File: src/design/gbfs_pkg.sv
`default_nettype none
package gbfs_pkg;
   localparam int SheetBytes = 4096;
   localparam int MaxBox     = 16;
   localparam int ScreenW    = 320;
   localparam int ScreenH    = 240;

   localparam logic [2:0] RegInvScale   = 3'd0;
   localparam logic [2:0] RegSheetTiles = 3'd1;
   localparam logic [2:0] RegCellHeight = 3'd2;
   localparam logic [2:0] RegClipLeft   = 3'd3;
   localparam logic [2:0] RegClipRight  = 3'd4;

   localparam logic CmdWrite  = 1'b0;
   localparam logic CmdSample = 1'b1;

   // classified item handed from front to back
   typedef struct packed {
      logic        is_sample;
      logic [11:0] byte_addr;
      logic [7:0]  byte_data;
      logic [9:0]  glyph_x;
      logic [9:0]  glyph_y;
      logic [19:0] sx0;
      logic [19:0] sx1;
      logic [19:0] sy0;
      logic [19:0] sy1;
      logic [8:0]  pixel_x;
      logic [7:0]  pixel_y;
      logic        visible;
   } job_type;

   // morton interleave of an 8x8 tile coordinate
   function automatic logic [5:0] morton(input logic [2:0] tx, input logic [2:0] ty);
      morton = {ty[2], tx[2], ty[1], tx[1], ty[0], tx[0]};
   endfunction
endpackage
`default_nettype wire

File: src/design/gbfs_front.sv
`default_nettype none
module gbfs_front (
   input  wire logic                 clock,
   input  wire logic                 reset,
   input  wire logic                 in_valid,
   output logic                      in_ready,
   input  wire logic                 cmd,
   input  wire logic [11:0]          byte_addr,
   input  wire logic [7:0]           byte_data,
   input  wire logic [9:0]           glyph_x,
   input  wire logic [9:0]           glyph_y,
   input  wire logic [7:0]           glyph_width,
   input  wire logic signed [10:0]   dest_x,
   input  wire logic signed [10:0]   dest_y,
   input  wire logic [7:0]           offset_x,
   input  wire logic [7:0]           offset_y,
   input  wire logic [15:0]          inv_scale,
   input  wire logic [7:0]           cell_height,
   input  wire logic [8:0]           clip_left,
   input  wire logic [8:0]           clip_right,
   output logic                      job_valid,
   input  wire logic                 job_ready,
   output gbfs_pkg::job_type         job
);
   // stage 1: products
   logic        s1_v_ff;
   logic        s1_cmd_ff;
   logic [11:0] ba_ff;
   logic [7:0]  bd_ff;
   logic [23:0] p0x_ff, p1x_ff, p0y_ff, p1y_ff;
   logic [9:0]  gx_ff, gy_ff;
   logic [7:0]  gw_ff;
   logic signed [11:0] px_ff, py_ff;
   logic        s1_go;
   gbfs_pkg::job_type job_ff, job_in;
   logic        job_v_ff;

   assign s1_go    = s1_v_ff && (!job_v_ff || job_ready);
   assign in_ready = !s1_v_ff || s1_go;

   always_ff @(posedge clock) begin
      if (reset) s1_v_ff <= 1'b0;
      else if (in_ready) s1_v_ff <= in_valid;
      if (in_ready && in_valid) begin
         s1_cmd_ff <= cmd;
         ba_ff <= byte_addr;
         bd_ff <= byte_data;
         p0x_ff <= 24'({8'd0, offset_x} * inv_scale);
         p1x_ff <= 24'({8'd0, offset_x} * inv_scale) + 24'(inv_scale);
         p0y_ff <= 24'({8'd0, offset_y} * inv_scale);
         p1y_ff <= 24'({8'd0, offset_y} * inv_scale) + 24'(inv_scale);
         gx_ff <= glyph_x;
         gy_ff <= glyph_y;
         gw_ff <= glyph_width;
         px_ff <= 12'(dest_x) + 12'(signed'({1'b0, offset_x}));
         py_ff <= 12'(dest_y) + 12'(signed'({1'b0, offset_y}));
      end
   end

   // box clamp as in one axis
   function automatic logic [19:0] box_end(input logic [11:0] s0, input logic [11:0] s1r,
                                          input logic [7:0] bound);
      logic [19:0] e;
      e = {8'd0, s1r};
      if (e <= {8'd0, s0}) e = {8'd0, s0} + 20'd1;
      if (e > {12'd0, bound}) e = {12'd0, bound};
      if (e > {8'd0, s0} && e - {8'd0, s0} > 20'(gbfs_pkg::MaxBox))
         e = {8'd0, s0} + 20'(gbfs_pkg::MaxBox);
      box_end = e;
   endfunction

   // stage 2: classify
   always_comb begin
      job_in = '0;
      job_in.is_sample = s1_cmd_ff == gbfs_pkg::CmdSample;
      job_in.byte_addr = ba_ff;
      job_in.byte_data = bd_ff;
      job_in.glyph_x = gx_ff;
      job_in.glyph_y = gy_ff;
      job_in.sx0 = {8'd0, p0x_ff[23:12]};
      job_in.sy0 = {8'd0, p0y_ff[23:12]};
      job_in.sx1 = box_end(p0x_ff[23:12], p1x_ff[23:12], gw_ff);
      job_in.sy1 = box_end(p0y_ff[23:12], p1y_ff[23:12], cell_height);
      job_in.pixel_x = px_ff[8:0];
      job_in.pixel_y = py_ff[7:0];
      job_in.visible = !px_ff[11] && !py_ff[11]
         && px_ff < 12'(gbfs_pkg::ScreenW) && py_ff < 12'(gbfs_pkg::ScreenH)
         && px_ff >= signed'({3'd0, clip_left}) && px_ff < signed'({3'd0, clip_right});
   end

   always_ff @(posedge clock) begin
      if (reset) job_v_ff <= 1'b0;
      else if (!job_v_ff || job_ready) job_v_ff <= s1_v_ff;
      if (s1_go) job_ff <= job_in;
   end

   assign job_valid = job_v_ff;
   assign job       = job_ff;
endmodule
`default_nettype wire

File: config.mk
export PLATFORM = sky130hd
export DESIGN_NAME = gbfs_front
export DESIGN_NICKNAME = d
export VERILOG_FILES = /design/src/design/gbfs_pkg.sv /design/src/design/gbfs_front.sv
export SDC_FILE = /design/constraint.sdc
export NUM_CORES = 1
export LEC_CHECK = 0
export BUFFER_PORTS_ARGS = -buffer_cell sky130_fd_sc_hd__buf_2
export CORE_ASPECT_RATIO = 0.5
export CORE_UTILIZATION = 60
export DETAILED_ROUTE_END_ITERATION = 10
export PLACE_DENSITY = 0.93
export SETUP_SLACK_MARGIN = 0.1
export SLEW_MARGIN = 20
export SYNTH_ARGS = -nofsm -noshare
export SYNTH_HDL_FRONTEND = slang
export SYNTH_SLANG_ARGS = --single-unit
File: constraint.sdc
create_clock -name clock -period 9.01 [get_ports clock]
set_input_delay 1.802 -clock clock [delete_from_list [all_inputs] [get_ports clock]]
set_output_delay 1.802 -clock clock [all_outputs]
set_load 0.01 [all_outputs]
==> flow_summary.ini <==
[run_status]
status = complete, no violations

[critical_path]
critPathSlowestCell = o41ai_1
cpPeakStageDelay_ns = 0.75
critPathKind = in -> reg
worst_setup_path_end_kind = register
critical_path.cell_chain = buf_2, and2_1, fa_1, fa_1, inv_1, fa_1, fa_1, inv_1, ha_1, o21ai_0, nor2_1, o21a_1, nor2_1, xnor2_1, ha_1, a211o_1, o41ai_1, a21boi_0, a221oi_1, nor2_1, and3_1, nand4_1, xnor2_1
critical_path.top_delay_family = adder cells
crit_buf_inv = 3
arrival_ns = 8.15
path_max_fanout = 17
startpoint_type = input port
cp.required_ns = 9.28
critPathMostFrequentCell = fa_1

[global_route]
antenna_found_initial = 1
grt.total_usage = 0.277
grt_max_degree = 79
grt-ovfl-total = 0
grt_pass1_vias = 15412
grt_first_pass_wirelength_um = 77100

[cells_and_area]
final_cell_mix = inv_1 (274), buf_2 (243), edfxtp_1 (230)
final_common_cell = inv_1
areaGrowthSynthToFinish_pct = 11.0
drive_gt1_frac = 0.146
final_net_count = 2692

[timing]
timing.fmax_ghz = 0.127
holdWs_ns = 0.413
rsz0062_at_grt = no
min_period_over_period = 0.875
slew_violations = 0
slew_headroom = 0.311
setup_violations = 0
setup_ws_ns = 1.13
tightestPinTransition_ns = 1.03
fin_skew_ns = 0.0183
tns_ns = 0
period_minus_slack_ns = 7.88
final_hold_viol_count = 0

[clock_tree]
cts.repair.resized = 0
cts_root_buf = clkbuf_16
insertion_delay_ns = 0.53
clockBufferDepth = 3
cts.sinks = 232
clk_pin_slew_worst_paths_ns = 0.07
cts_tree = done
post_cts_buffers = 0
cts_made_buffers = 22
hold_buffers = 0
cts-htree-levels = 1

[floorplanning]
die_width_um = 263
die_area_um2 = 34800
core_area_um2 = 33300
initial_core_util = 0.614
die_y_um = 133
rows = 47
io_pins = 274

[synthesis]
synth_top_area_frac = 0.338
synthArstFlopShare = 0
synth-edff-count = 230
synth_cells = 1935
synth_cell_type_count = 62
synth_area_leader_cell = edfxtp_1
synth_area_leaders = edfxtp_1 (34%), fa_1 (17%), ha_1 (13%)
syn_avg_cell_area_um2 = 10.6
ys_seq_area_frac = 0.340
synth_area_um2 = 20400
synth_top_flop_cell = edfxtp_1
synth-seq-cells = 232
yosysWarnings = 0

[drt]
vias = 14991
wl_per_cell_um = 18.5
final_antenna_net_count = 0
first_pass_iters = 5
drt_iter0_markers = 1286
drc = 0
viasPerCell = 5.71
wirelength_um = 48500

[placed_design]
io_buffers = 243
dpl.hpwl_um = 37500
dpl_worst_slack_ns = 0.743
globalplace.congestion = 0.982

[power_and_ir_drop]
p_leak_nw = 10.7
p_per_area_nw_per_um2 = 335
vdd_ir_drop_max_mv = 0.216
power_mw = 7.59

[min_path]
min_path_type = reg -> reg

[run]
maxCapViolations = 0
-- cells in the mapped netlist (all sizes together), types with 15 or more instances --
cell	count
and3	15
nor2b	17
nor2	66
mux2	30
inv	274
nand4	19
and2	134
a21oi	92
fa	172
xnor2	74
buf	33
ha	219
nand2	184
xor2	32
o21ai	61
nand3	25
clkbuf	43
a21o	50
edfxtp	230
-- worst register-to-register path: cells and delay by family (launching register included) --
family,cells,cell delay [ns]
flops,1,0.45
buf+inv,3,0.55
compound gates,14,3.17
fa+ha+maj,4,1.18
mux,3,1.06
xor+xnor,1,0.16
simple gates,5,0.74
-- state kept, by name (all words and copies together) (netlist names), 8 cells and up --
register / flops
job: 109
ba_ff: 12
p0x_ff: 12
p0y_ff: 12
p1x_ff: 12
p1y_ff: 12
px_ff: 12
py_ff: 12
gx_ff: 10
gy_ff: 10
bd_ff: 8
gw_ff: 8
-- logic make-up (layout without fill, tap and decap cells) --
family / after synthesis / in the layout / share of synthesized area
simple gates: 519 / 519 / 0.128
fa+ha+maj: 391 / 391 / 0.303
buf+inv: 350 / 561 / 0.0704
compound gates: 297 / 297 / 0.0927
flops: 232 / 232 / 0.340
xor+xnor: 106 / 106 / 0.0454
mux: 39 / 39 / 0.0209
other cells: 1 / 39 / 0.000184
-- path summary, 6_finish.rpt --
kind | startpoint | endpoint | slack [ns] | depth (start not counted)
worst min register to register | bd_ff[5] | job[123] | 0.41 | 0
worst min-delay path | bd_ff[5] | job[123] | 0.41 | 0
worst max-delay path | offset_x[4] | p1x_ff[23] | 1.13 | 23
worst max register to register | p0y_ff[21] | job[25] | 1.45 | 30
-- power by group --
part | internal (mW) | switching, mW
combinational | 2.04 | 2.83
sequential | 1.62 | 0.176
clock | 0.511 | 0.411
-- through the flow --
step | utilization | std cells | area, um2
global placement | 0.661 | 2585 | 22000
detailed placement | 0.661 | 2585 | 22000
global route | 0.681 | 2625 | 22700
finish | 0.681 | 2625 | 22700
CTS | 0.681 | 2624 | 22700
floorplan | - | 1972 | 20600
-- routing by layer --
layer / GRT usage / wire [um] / vias up / share of wire
met5: 0 / 0 / - / 0
met4: 0.112 / 1780 / 0 / 0.037
met3: 0.0501 / 3760 / 140 / 0.077
met2: 0.470 / 23100 / 710 / 0.48
met1: 0.353 / 19900 / 7177 / 0.41
li1: - / - / 6964 / -
-- layout make-up --
cell class              instances  area, um2
inverters                     274       1030
well taps                     441        552
clock inverters                12        126
flip-flops and latches        232       6950
repair buffers                248       1250
fillers                      2362      10600
diodes                          1       2.50
clock buffers                  27        569
multi-input cells            1390      12200
No activity file was read; power rests on OpenSTA's default activity.
