<file path="src/design/gbfs_pkg.sv">
`default_nettype none
package gbfs_pkg;
   localparam int SheetBytes = 4096;
   localparam int MaxBox     = 16;
   localparam int ScreenW    = 320;
   localparam int ScreenH    = 240;

   localparam logic [2:0] RegInvScale   = 3'd0;
   localparam logic [2:0] RegSheetTiles = 3'd1;
   localparam logic [2:0] RegCellHeight = 3'd2;
   localparam logic [2:0] RegClipLeft   = 3'd3;
   localparam logic [2:0] RegClipRight  = 3'd4;

   localparam logic CmdWrite  = 1'b0;
   localparam logic CmdSample = 1'b1;

   // classified item handed from front to back
   typedef struct packed {
      logic        is_sample;
      logic [11:0] byte_addr;
      logic [7:0]  byte_data;
      logic [9:0]  glyph_x;
      logic [9:0]  glyph_y;
      logic [19:0] sx0;
      logic [19:0] sx1;
      logic [19:0] sy0;
      logic [19:0] sy1;
      logic [8:0]  pixel_x;
      logic [7:0]  pixel_y;
      logic        visible;
   } job_type;

   // morton interleave of an 8x8 tile coordinate
   function automatic logic [5:0] morton(input logic [2:0] tx, input logic [2:0] ty);
      morton = {ty[2], tx[2], ty[1], tx[1], ty[0], tx[0]};
   endfunction
endpackage
`default_nettype wire

</file>
<file path="src/design/gbfs_back.sv">
`default_nettype none
module gbfs_back #(
   parameter int SheetBytes = gbfs_pkg::SheetBytes
) (
   input  wire logic                      clock,
   input  wire logic                      reset,
   input  wire logic                      job_valid,
   output logic                           job_ready,
   input  wire gbfs_pkg::job_type         job,
   input  wire logic [6:0]                sheet_tiles,
   output logic                           wr_en,
   output logic [$clog2(SheetBytes)-1:0]  wr_addr,
   output logic [7:0]                     wr_data,
   output logic [$clog2(SheetBytes)-1:0]  rd_addr,
   input  wire logic [7:0]                rd_data,
   output logic                           out_valid,
   input  wire logic                      out_ready,
   output logic [7:0]                     alpha,
   output logic [8:0]                     pixel_x,
   output logic [7:0]                     pixel_y,
   output logic                           draw
);
   localparam int AW = $clog2(SheetBytes);
   typedef enum logic [4:0] {
      StIdle = 5'b00001, StRead = 5'b00010, StDiv = 5'b00100,
      StOut = 5'b01000, StWait = 5'b10000
   } state_type;

   state_type   state_ff, state_in;
   gbfs_pkg::job_type j_ff;
   logic [19:0] sx_ff, sy_ff;
   logic        pend_ff, nib_ff;
   logic [13:0] sum_ff;
   logic [12:0] cnt_ff;
   logic [17:0] num_ff;
   logic [4:0]  dcnt_ff;
   logic [18:0] rem_ff;
   logic        o_v_ff;
   logic [7:0]  o_a_ff;
   logic [8:0]  o_x_ff;
   logic [7:0]  o_y_ff;
   logic        o_d_ff;
   logic [20:0] col, row;
   logic [31:0] idx;
   logic        last;
   logic [3:0]  tex;
   logic [18:0] trial;

   // texel address of the current box position
   always_comb begin
      col = {11'd0, j_ff.glyph_x} + {1'b0, sx_ff};
      row = {11'd0, j_ff.glyph_y} + {1'b0, sy_ff};
      idx = (32'(row[20:3]) * 32'(sheet_tiles) + 32'(col[20:3])) * 32'd64
          + 32'(gbfs_pkg::morton(col[2:0], row[2:0]));
      rd_addr = idx[AW:1];
      last = (sx_ff + 20'd1 >= j_ff.sx1) && (sy_ff + 20'd1 >= j_ff.sy1);
      tex = nib_ff ? rd_data[7:4] : rd_data[3:0];
      trial = {rem_ff[17:0], num_ff[17]} - {6'd0, cnt_ff};
   end

   // sheet byte write, in item order
   assign wr_en   = state_ff == StRead && !j_ff.is_sample
                    && 32'(j_ff.byte_addr) < SheetBytes;
   assign wr_addr = AW'(j_ff.byte_addr);
   assign wr_data = j_ff.byte_data;

   assign job_ready = state_ff == StIdle;

   always_comb begin
      state_in = state_ff;
      case (state_ff)
         StIdle: if (job_valid) state_in = StRead;
         StRead: if (!j_ff.is_sample || j_ff.sx1 <= j_ff.sx0 || j_ff.sy1 <= j_ff.sy0)
                    state_in = StOut;
                 else if (last) state_in = StWait;
         StWait: state_in = StDiv;
         StDiv:  if (dcnt_ff == 5'd17) state_in = StOut;
         StOut:  if (!o_v_ff || out_ready) state_in = StIdle;
         default: state_in = StIdle;
      endcase
   end

   always_ff @(posedge clock) begin
      if (reset) begin
         state_ff <= StIdle;
         pend_ff  <= 1'b0;
         o_v_ff   <= 1'b0;
      end else begin
         state_ff <= state_in;
         pend_ff  <= state_ff == StRead && state_in != StOut;
         if (o_v_ff && out_ready) o_v_ff <= 1'b0;
         if (state_ff == StOut && (!o_v_ff || out_ready)) o_v_ff <= 1'b1;
      end
      // accumulate texel arriving from memory
      if (pend_ff) begin
         sum_ff <= sum_ff + 14'(tex);
         cnt_ff <= cnt_ff + 13'd1;
      end
      nib_ff <= idx[0];
      case (state_ff)
         StIdle: begin
            j_ff <= job; sx_ff <= job.sx0; sy_ff <= job.sy0;
            sum_ff <= '0; cnt_ff <= '0;
         end
         StRead: begin
            if (sx_ff + 20'd1 >= j_ff.sx1) begin
               sx_ff <= j_ff.sx0; sy_ff <= sy_ff + 20'd1;
            end else sx_ff <= sx_ff + 20'd1;
         end
         StWait: begin
            // last texel arrives this cycle
            num_ff <= 18'(sum_ff + 14'(tex)) * 18'd17;
            rem_ff <= '0; dcnt_ff <= '0;
         end
         StDiv: begin
            // restoring divide, one quotient bit a cycle
            if (dcnt_ff < 5'd18) begin
               if (!trial[18]) rem_ff <= trial;
               else rem_ff <= {rem_ff[17:0], num_ff[17]};
               num_ff <= {num_ff[16:0], ~trial[18]};
               dcnt_ff <= dcnt_ff + 5'd1;
            end
         end
         StOut: if (!o_v_ff || out_ready) begin
            if (!j_ff.is_sample) begin
               o_a_ff <= '0; o_x_ff <= '0; o_y_ff <= '0; o_d_ff <= 1'b0;
            end else begin
               o_a_ff <= (cnt_ff == 0) ? 8'd0 : num_ff[7:0];
               o_x_ff <= j_ff.pixel_x; o_y_ff <= j_ff.pixel_y;
               o_d_ff <= j_ff.visible && cnt_ff != 0 && num_ff[7:0] != 8'd0;
            end
         end
         default: ;
      endcase
   end

   assign out_valid = o_v_ff;
   assign alpha = o_a_ff;
   assign pixel_x = o_x_ff;
   assign pixel_y = o_y_ff;
   assign draw = o_d_ff;

   // checks
   a_out_hold: assert property (@(posedge clock) disable iff (reset)
      o_v_ff && !out_ready |=> o_v_ff && $stable(o_a_ff)) else $error("result lost");
   a_no_take: assert property (@(posedge clock) disable iff (reset)
      state_ff != StIdle |-> !job_ready) else $error("job taken while busy");
   a_draw_alpha: assert property (@(posedge clock) disable iff (reset)
      o_v_ff && o_d_ff |-> o_a_ff != 8'd0) else $error("draw with zero alpha");
endmodule
`default_nettype wire

</file>
<file path="config.mk">
export PLATFORM = sky130hd
export DESIGN_NAME = gbfs_back
export DESIGN_NICKNAME = d
export VERILOG_FILES = /design/src/design/gbfs_pkg.sv /design/src/design/gbfs_back.sv
export SDC_FILE = /design/constraint.sdc
export NUM_CORES = 1
export LEC_CHECK = 0
export ABC_AREA = 1
export ABC_CLOCK_PERIOD_IN_PS = 17000
export BUFFER_PORTS_ARGS = -buffer_cell sky130_fd_sc_hd__buf_4
export CORE_UTILIZATION = 61
export CTS_BUF_LIST = sky130_fd_sc_hd__clkbuf_4 sky130_fd_sc_hd__clkbuf_8
export CTS_CLUSTER_DIAMETER = 40
export DETAILED_ROUTE_END_ITERATION = 12
export HOLD_SLACK_MARGIN = 0.05
export PLACE_DENSITY = 0.83
export SLEW_MARGIN = 20
export SYNTH_ARGS = -nofsm -noshare
export SYNTH_HDL_FRONTEND = slang
export SYNTH_SLANG_ARGS = --single-unit
</file>
<file path="constraint.sdc">
create_clock -name clock -period 17 [get_ports clock]
set_input_delay 0 -clock clock [delete_from_list [all_inputs] [get_ports clock]]
set_output_delay 0 -clock clock [all_outputs]
set_load 0.005 [all_outputs]
</file>
==> metrics, run 1 <==
DR DRC count=0; number of flops mapped to enable cells by yosys=246; first-pass GRT wire length=70.8 mm; overall die width=168 um; RSZ-0062 raised after global routing=no; remaining max-slew budget at the tightest pin=0.285; Root Buffer Master=clkbuf_8; count of H-tree levels built during CTS=2; Final TNS setup=0 ns; Crit path max-delay family=adder cells; number of global-route vias before repair=14.3k; Hold Vio Cnt, Final=0; top cell type by total area after synthesis=edfxtp_1; critical path data required time=17.00 ns; TritonCTS clock tree=yes; sequential share of the synthesized area=0.479; Util after Layout=0.787; Routed Wire Length=44.7 mm; placeable core area=0.0271 mm2; critical path endpoint category=output pin; type of element launching the critical path=register; number of vias per cell=5.43; TritonCTS buffer count=50; initial antenna violation count=5; Setup Slack @ Placement=12.11 ns; Tot Pwr=2.43 mW; cell with the most instances on the worst path=nand2_1; proportion of netlist area held by the largest area contributor=0.437; maximum number of pins on one net before global-route repair=156; post-route cell area=0.0213 mm2; Buf/Inv on CP=3; initial cell density of the core=0.624; setup repair bufs after CTS=0; fraction of layout instances using a drive strength above 1=0.167; cells along the critical path=ha_1, inv_1, fa_1, o21ai_0, a21oi_1, o21ai_0, nand2_1, nand2_1, a21oi_1, xor2_1, fa_1, fa_1, fa_1, inv_1, ha_1, nand2_1, nor2_1, a211oi_1, nand3b_1, nand2_1, nand2_1, nand2_1, buf_4; kind of critical path=reg -> out; r2r setup slk=12.00 ns; YS warnings=0; final setup violating endpoints=0; number of hold buffers added after cts=145; Global Route Usage Sum=0.318; cell with the most instances after synthesis=nand2_1; detailed placement HPWL=28.7 mm; count of vias placed by the detailed router=14.1k; Final Non-Filler Cells=2591; die area=0.0284 mm2; largest fanout on the critical path=5; number of inserted filler cells in the final layout=1742; maximum cell stage delay along the critical path=0.54 ns; Sinks on Clock Net=281; Inst Count DP=2348; net count after synthesis=2137; Hold Slack=0.123 ns; Area growth syn-to-layout=26.2%; arrival time at the worst endpoint=5.51 ns; Nets=2507; worst clock skew on the final layout=0.0318 ns; period utilisation layout=0.324; netlist area before placement=0.0169 mm2; commonest register cell after synthesis=edfxtp_1; Mapped Avg Cell Area=9.37 um2; post-synthesis cell count=1803; Power Dens Cells=114 mW/mm2; Worst IR Drop VDD=83.5 uV; run status=completed; overall overflow remaining after global route=0; number of design-rule violations left by the first detailed-router iteration=1128; clock transition at the registers of the reported paths=0.08 ns; final RePlAce weighted congestion=0.902; placed standard-cell area=0.0188 mm2; Synth Register Bits=281; Die Span Y=168 um; top achievable clock speed=0.181 GHz; row count=60; path category of the worst min-delay check=in -> reg; max-slew violation total from the final report=0; number of iterations in the first detailed-routing pass=6; routed length per placed instance=17.3 um; reported leakage power=9.90 nW; top post-synthesis cells by area=edfxtp_1 (44%), ha_1 (12%), nand2_1 (7.6%), inv_1 (6.7%), dfxtp_1 (4.1%); buffer depth of the longest clock path=3; Max stage delay cell, worst path=fa_1; final antenna-violating net count=0; max-capacitance violation count=0; transition time at the pin with the least slew margin=1.07 ns; minimum clock period after layout=5.51 ns; most frequent cells after synthesis=nand2_1 (342), inv_1 (301), edfxtp_1 (246); Synth async-reset ratio=0; worst path setup slack after routing=11.49 ns; count of unique library cells instantiated by Yosys=60; IO Port Bufs=218; cells resized by post-CTS repair=0; number of top-level pins=219; Skew-Pair Late Insertion Delay=0.60 ns
logic make-up (layout without fill, tap and decap cells):
family          Yosys count  count (layout)  share of synthesized area
simple gates            653             653                      0.170
other cells               0               5                          0
mux                       4               4                    0.00267
flops                   281             281                      0.479
fa+ha+maj               176             176                      0.138
compound gates          256             256                     0.0836
xor+xnor                 77              77                     0.0421
buf+inv                 356             767                     0.0856
power by group:
part / internal, mW / total (mW) / leakage, nW / switching [mW]
combinational: 0.383 / 0.864 / 6.70 / 0.481
sequential: 0.834 / 0.879 / 2.64 / 0.0451
clock: 0.383 / 0.684 / 0.563 / 0.301
total: 1.60 / 2.43 / 9.90 / 0.826
worst register-to-register path, cell delays in order (launching register included):
cell and delay (ns):
dfxtp_1 0.40, mux2_2 0.35, dlygate4sd3_1 0.56, ha_1 0.22, fa_1 0.41, a31oi_1 0.27
nor2_1 0.11, nand2_1 0.11, xor2_1 0.35, ha_1 0.32, ha_1 0.37, nand3_1 0.09
nand2_1 0.10, nand2_1 0.06, nand2_1 0.06, a21oi_1 0.08, o21ai_0 0.30, nand3_1 0.15
nand2_1 0.08, nand2_1 0.06, nand2_1 0.09, nand3_1 0.08, nand3_1 0.11, nand2_1 0.05
state kept, by name, indices dropped and copies added, names as in the netlist, 9 cells and up:
name	cells
j_ff	119
wr_addr	12
rem_ff	18
sy_ff	20
pixel_x	9
sum_ff	14
sx_ff	20
cnt_ff	13
num_ff	18
worst paths after layout:
check	from	cells past startpoint	endpoint
worst min register to register	sum_ff[2]	2	sum_ff[2]
worst min-delay path	job[5]	2	j_ff[5]
worst max register to register	nib_ff	23	num_ff[17]
worst max-delay path	sx_ff[0]	23	rd_addr[11]
layout make-up:
class	instances	area, um2	area share
repair buffers	369	3150	0.148
diodes	5	12.5	0.000587
multi-input cells	1166	7400	0.347
clock buffers	73	886	0.0415
flip-flops and latches	281	8090	0.379
inverters	305	1140	0.0537
clock inverters	20	185	0.00868
well taps	372	465	0.0218
layout by cell type (no fill, tap or decap), types with 8 or more instances in the layout:
cell type	instances
nand2_1	342
inv_1	301
edfxtp_1	246
buf_4	223
ha_1	159
dlygate4sd3_1	145
nor2_1	136
a21oi_1	118
o21ai_0	87
nand3_1	74
clkbuf_8	54
xor2_1	46
dfxtp_1	35
nand4_1	28
xnor2_1	26
clkbuf_4	19
nor3_1	17
fa_1	17
o21ai_1	10
nor2_2	9
nor4_1	8
per-layer routing:
layer | vias up | share of wire | wire [um] | GRT usage
met3 | 142 | 0.060 | 2670 | 0.0501
met2 | 558 | 0.51 | 22600 | 0.561
met4 | 2 | 0.042 | 1890 | 0.158
li1 | 6749 | - | - | -
met5 | - | 0.00022 | 10 | 0
met1 | 6613 | 0.39 | 17600 | 0.378
Power figures use the tool's default switching activity.
==> run 2, diff against run 1 <==
Settings changed: ABC_CLOCK_PERIOD_IN_PS 17000 to 5700.
Clock period 17 ns to 5.7 ns, I/O delays scaled along.
==> metrics, run 2 (synthesized netlist as in run 1, its figures left out) <==
TritonCTS buffer count=49 (was 50); clock transition at the registers of the reported paths=0.07 ns (was 0.08 ns); design internal power=4.76 mW (was 1.60 mW); first-pass GRT wire length=70.7 mm (was 70.8 mm); number of inserted filler cells in the final layout=1717 (was 1742); cell with the most instances on the worst path=nand2_1 (unchanged); WP depth=26 (was 23); Buf/Inv on CP=5 (was 3); number of design-rule violations left by the first detailed-router iteration=1212 (was 1128); initial cell density of the core=0.624 (unchanged); Final TNS setup=0 ns (unchanged); part of the power in combinational logic=0.357 (was 0.356); detailed placement HPWL=29.2 mm (was 28.7 mm); row count=60 (unchanged); minimum clock period after layout=5.30 ns; worst setup path startpoint=sy_ff[0] (was sx_ff[0]); run status=completed (unchanged); Root Buffer Master=clkbuf_8 (unchanged); period utilisation layout=0.931; critical path endpoint category=output pin (unchanged); Routed Wire Length=44.5 mm (was 44.7 mm); Skew-Pair Late Insertion Delay=0.59 ns (was 0.60 ns); switching part of the total power=0.341 (about the same); Hold Vio Cnt, Final=0 (unchanged); path category of the worst min-delay check=in -> reg (unchanged); die area=0.0284 mm2 (unchanged); DR DRC count=0 (unchanged); worst clock skew on the final layout=0.0340 ns (was 0.0318 ns); type of element launching the critical path=register (unchanged); number of top-level pins=219 (unchanged); buffer depth of the longest clock path=3 (unchanged); Max stage delay cell, worst path=fa_1 (unchanged); initial antenna violation count=6 (was 5); number of global-route vias before repair=14.5k (was 14.3k); Tot Pwr=7.22 mW (was 2.43 mW); Global Route Usage Sum=0.316 (was 0.318); routed length per placed instance=17.2 um (was 17.3 um); Area growth syn-to-layout=26.3% (was 26.2%); Power Dens Cells=338 mW/mm2 (was 114 mW/mm2); reported leakage power=9.91 nW (was 9.90 nW); worst flop-to-flop path endpoint=num_ff[17] (unchanged); fraction of layout instances using a drive strength above 1=0.168 (was 0.167); maximum cell stage delay along the critical path=0.54 ns (about the same); final setup violating endpoints=0 (unchanged); remaining max-slew budget at the tightest pin=0.289 (was 0.285); count of H-tree levels built during CTS=2 (unchanged); most frequent standard cell in the layout excluding fill and tap cells=nand2_1 (unchanged); Seq pwr share=0.362 (about the same); largest fanout on the critical path=5 (unchanged); Sinks on Clock Net=281 (unchanged); count of vias placed by the detailed router=14.2k (was 14.1k); maximum number of pins on one net before global-route repair=156 (unchanged); leading cell types in the layout, fill and taps excluded=nand2_1 (342), inv_1 (301), edfxtp_1 (246), buf_4 (227), ha_1 (159) (was nand2_1 (342), inv_1 (301), edfxtp_1 (246), buf_4 (223), ha_1 (159)); TritonCTS clock tree=yes (unchanged); placeable core area=0.0271 mm2 (unchanged); Clock power frac=0.280 (was 0.282); max-slew violation total from the final report=0 (unchanged); arrival time at the worst endpoint=5.30 ns (was 5.51 ns); overall overflow remaining after global route=0 (unchanged); Die Span Y=168 um (unchanged); transition time at the pin with the least slew margin=1.06 ns (was 1.07 ns); final antenna-violating net count=0 (unchanged); RSZ-0062 raised after global routing=no (unchanged); top achievable clock speed=0.189 GHz; number of vias per cell=5.47 (was 5.43); IO Port Bufs=218 (unchanged); critical path data required time=5.70 ns (was 17.00 ns); Crit path max-delay family=adder cells (unchanged); overall die width=168 um (unchanged); number of iterations in the first detailed-routing pass=6 (unchanged); Hold Slack=0.138 ns (was 0.123 ns); max-capacitance violation count=0 (unchanged); max FFs per register=119 (unchanged); Nets=2510 (was 2507); r2r setup slk=0.76 ns (was 12.00 ns); final RePlAce weighted congestion=0.897 (was 0.902); number of cells traversed by the worst register-to-register path=24 (was 23); start of the worst register-to-register path=nib_ff (unchanged); kind of critical path=reg -> out (unchanged); Worst IR Drop VDD=315 uV (was 83.5 uV); top flop regs=j_ff x119, sx_ff x20, sy_ff x20 (unchanged); endpoint of the most critical setup path=rd_addr[11] (unchanged); register containing the most flip-flops in the final layout=j_ff (unchanged); switching power total=2.46 mW (was 826 uW)
-- run 2: how the worst min path moves through the flow --
stage,from,endpoint,cells after the start
after floorplan,reset,state_ff[1],1
after detailed placement,job[121],wr_data[3],1
final,job[77],j_ff[77],2
after CTS,rd_data[2],sum_ff[2],6
after global placement,job[135],wr_addr[9],1
after global routing,job[17],j_ff[17],2
-- run 2: metal layers --
metal,up-vias,track usage,part of all wire
li1,6770,-,-
met1,6665,0.378,0.39
met2,611,0.559,0.50
met3,148,0.0480,0.063
met4,0,0.153,0.044
met5,-,0,0
-- run 2: layout make-up --
cell class / instances / area (um2) / area share
clock inverters: 17 / 148 / 0.00692
well taps: 372 / 465 / 0.0218
diodes: 6 / 15.0 / 0.000704
inverters: 305 / 1140 / 0.0537
repair buffers: 373 / 3180 / 0.149
flip-flops and latches: 281 / 8090 / 0.379
clock buffers: 73 / 911 / 0.0427
multi-input cells: 1166 / 7390 / 0.346
-- run 2: worst register-to-register path, delay by kind of cell (launching register included) --
family | cells | cell delay [ns]
mux | 1 | 0.35
xor+xnor | 1 | 0.29
flops | 1 | 0.40
simple gates | 13 | 1.01
fa+ha+maj | 4 | 1.29
buf+inv | 1 | 0.55
compound gates | 4 | 0.82
-- run 2: power groups by stage --
stage               clock [mW]  combinational, mW  sequential (mW)
global route              2.12               2.90             2.63
detailed placement           0               2.42             2.65
global placement             0               2.32             2.64
CTS                       2.01               2.52             2.61
floorplan                    0               1.63             2.63
finish                    2.02               2.58             2.62
-- run 2: metrics by stage --
stage | utilization | std cells | setup WS [ns] | area [um2]
after floorplan | - | 1803 | 0.282 | 16900
after global placement | 0.694 | 2350 | 0.930 | 18800
after detailed placement | 0.694 | 2350 | 0.904 | 18800
after CTS | 0.786 | 2585 | 0.283 | 21300
after global routing | 0.787 | 2592 | 0.0226 | 21300
final | 0.787 | 2593 | 0.395 | 21300
-- run 2: repair_timing --
item / 4_1_cts / 5_1_grt
endpoints found under the hold margin: 187 / 0
resized for setup: 0 / 1
hold buffers: 145 / 0
setup buffers: 0 / 2
endpoints found under the setup margin: 0 / 1
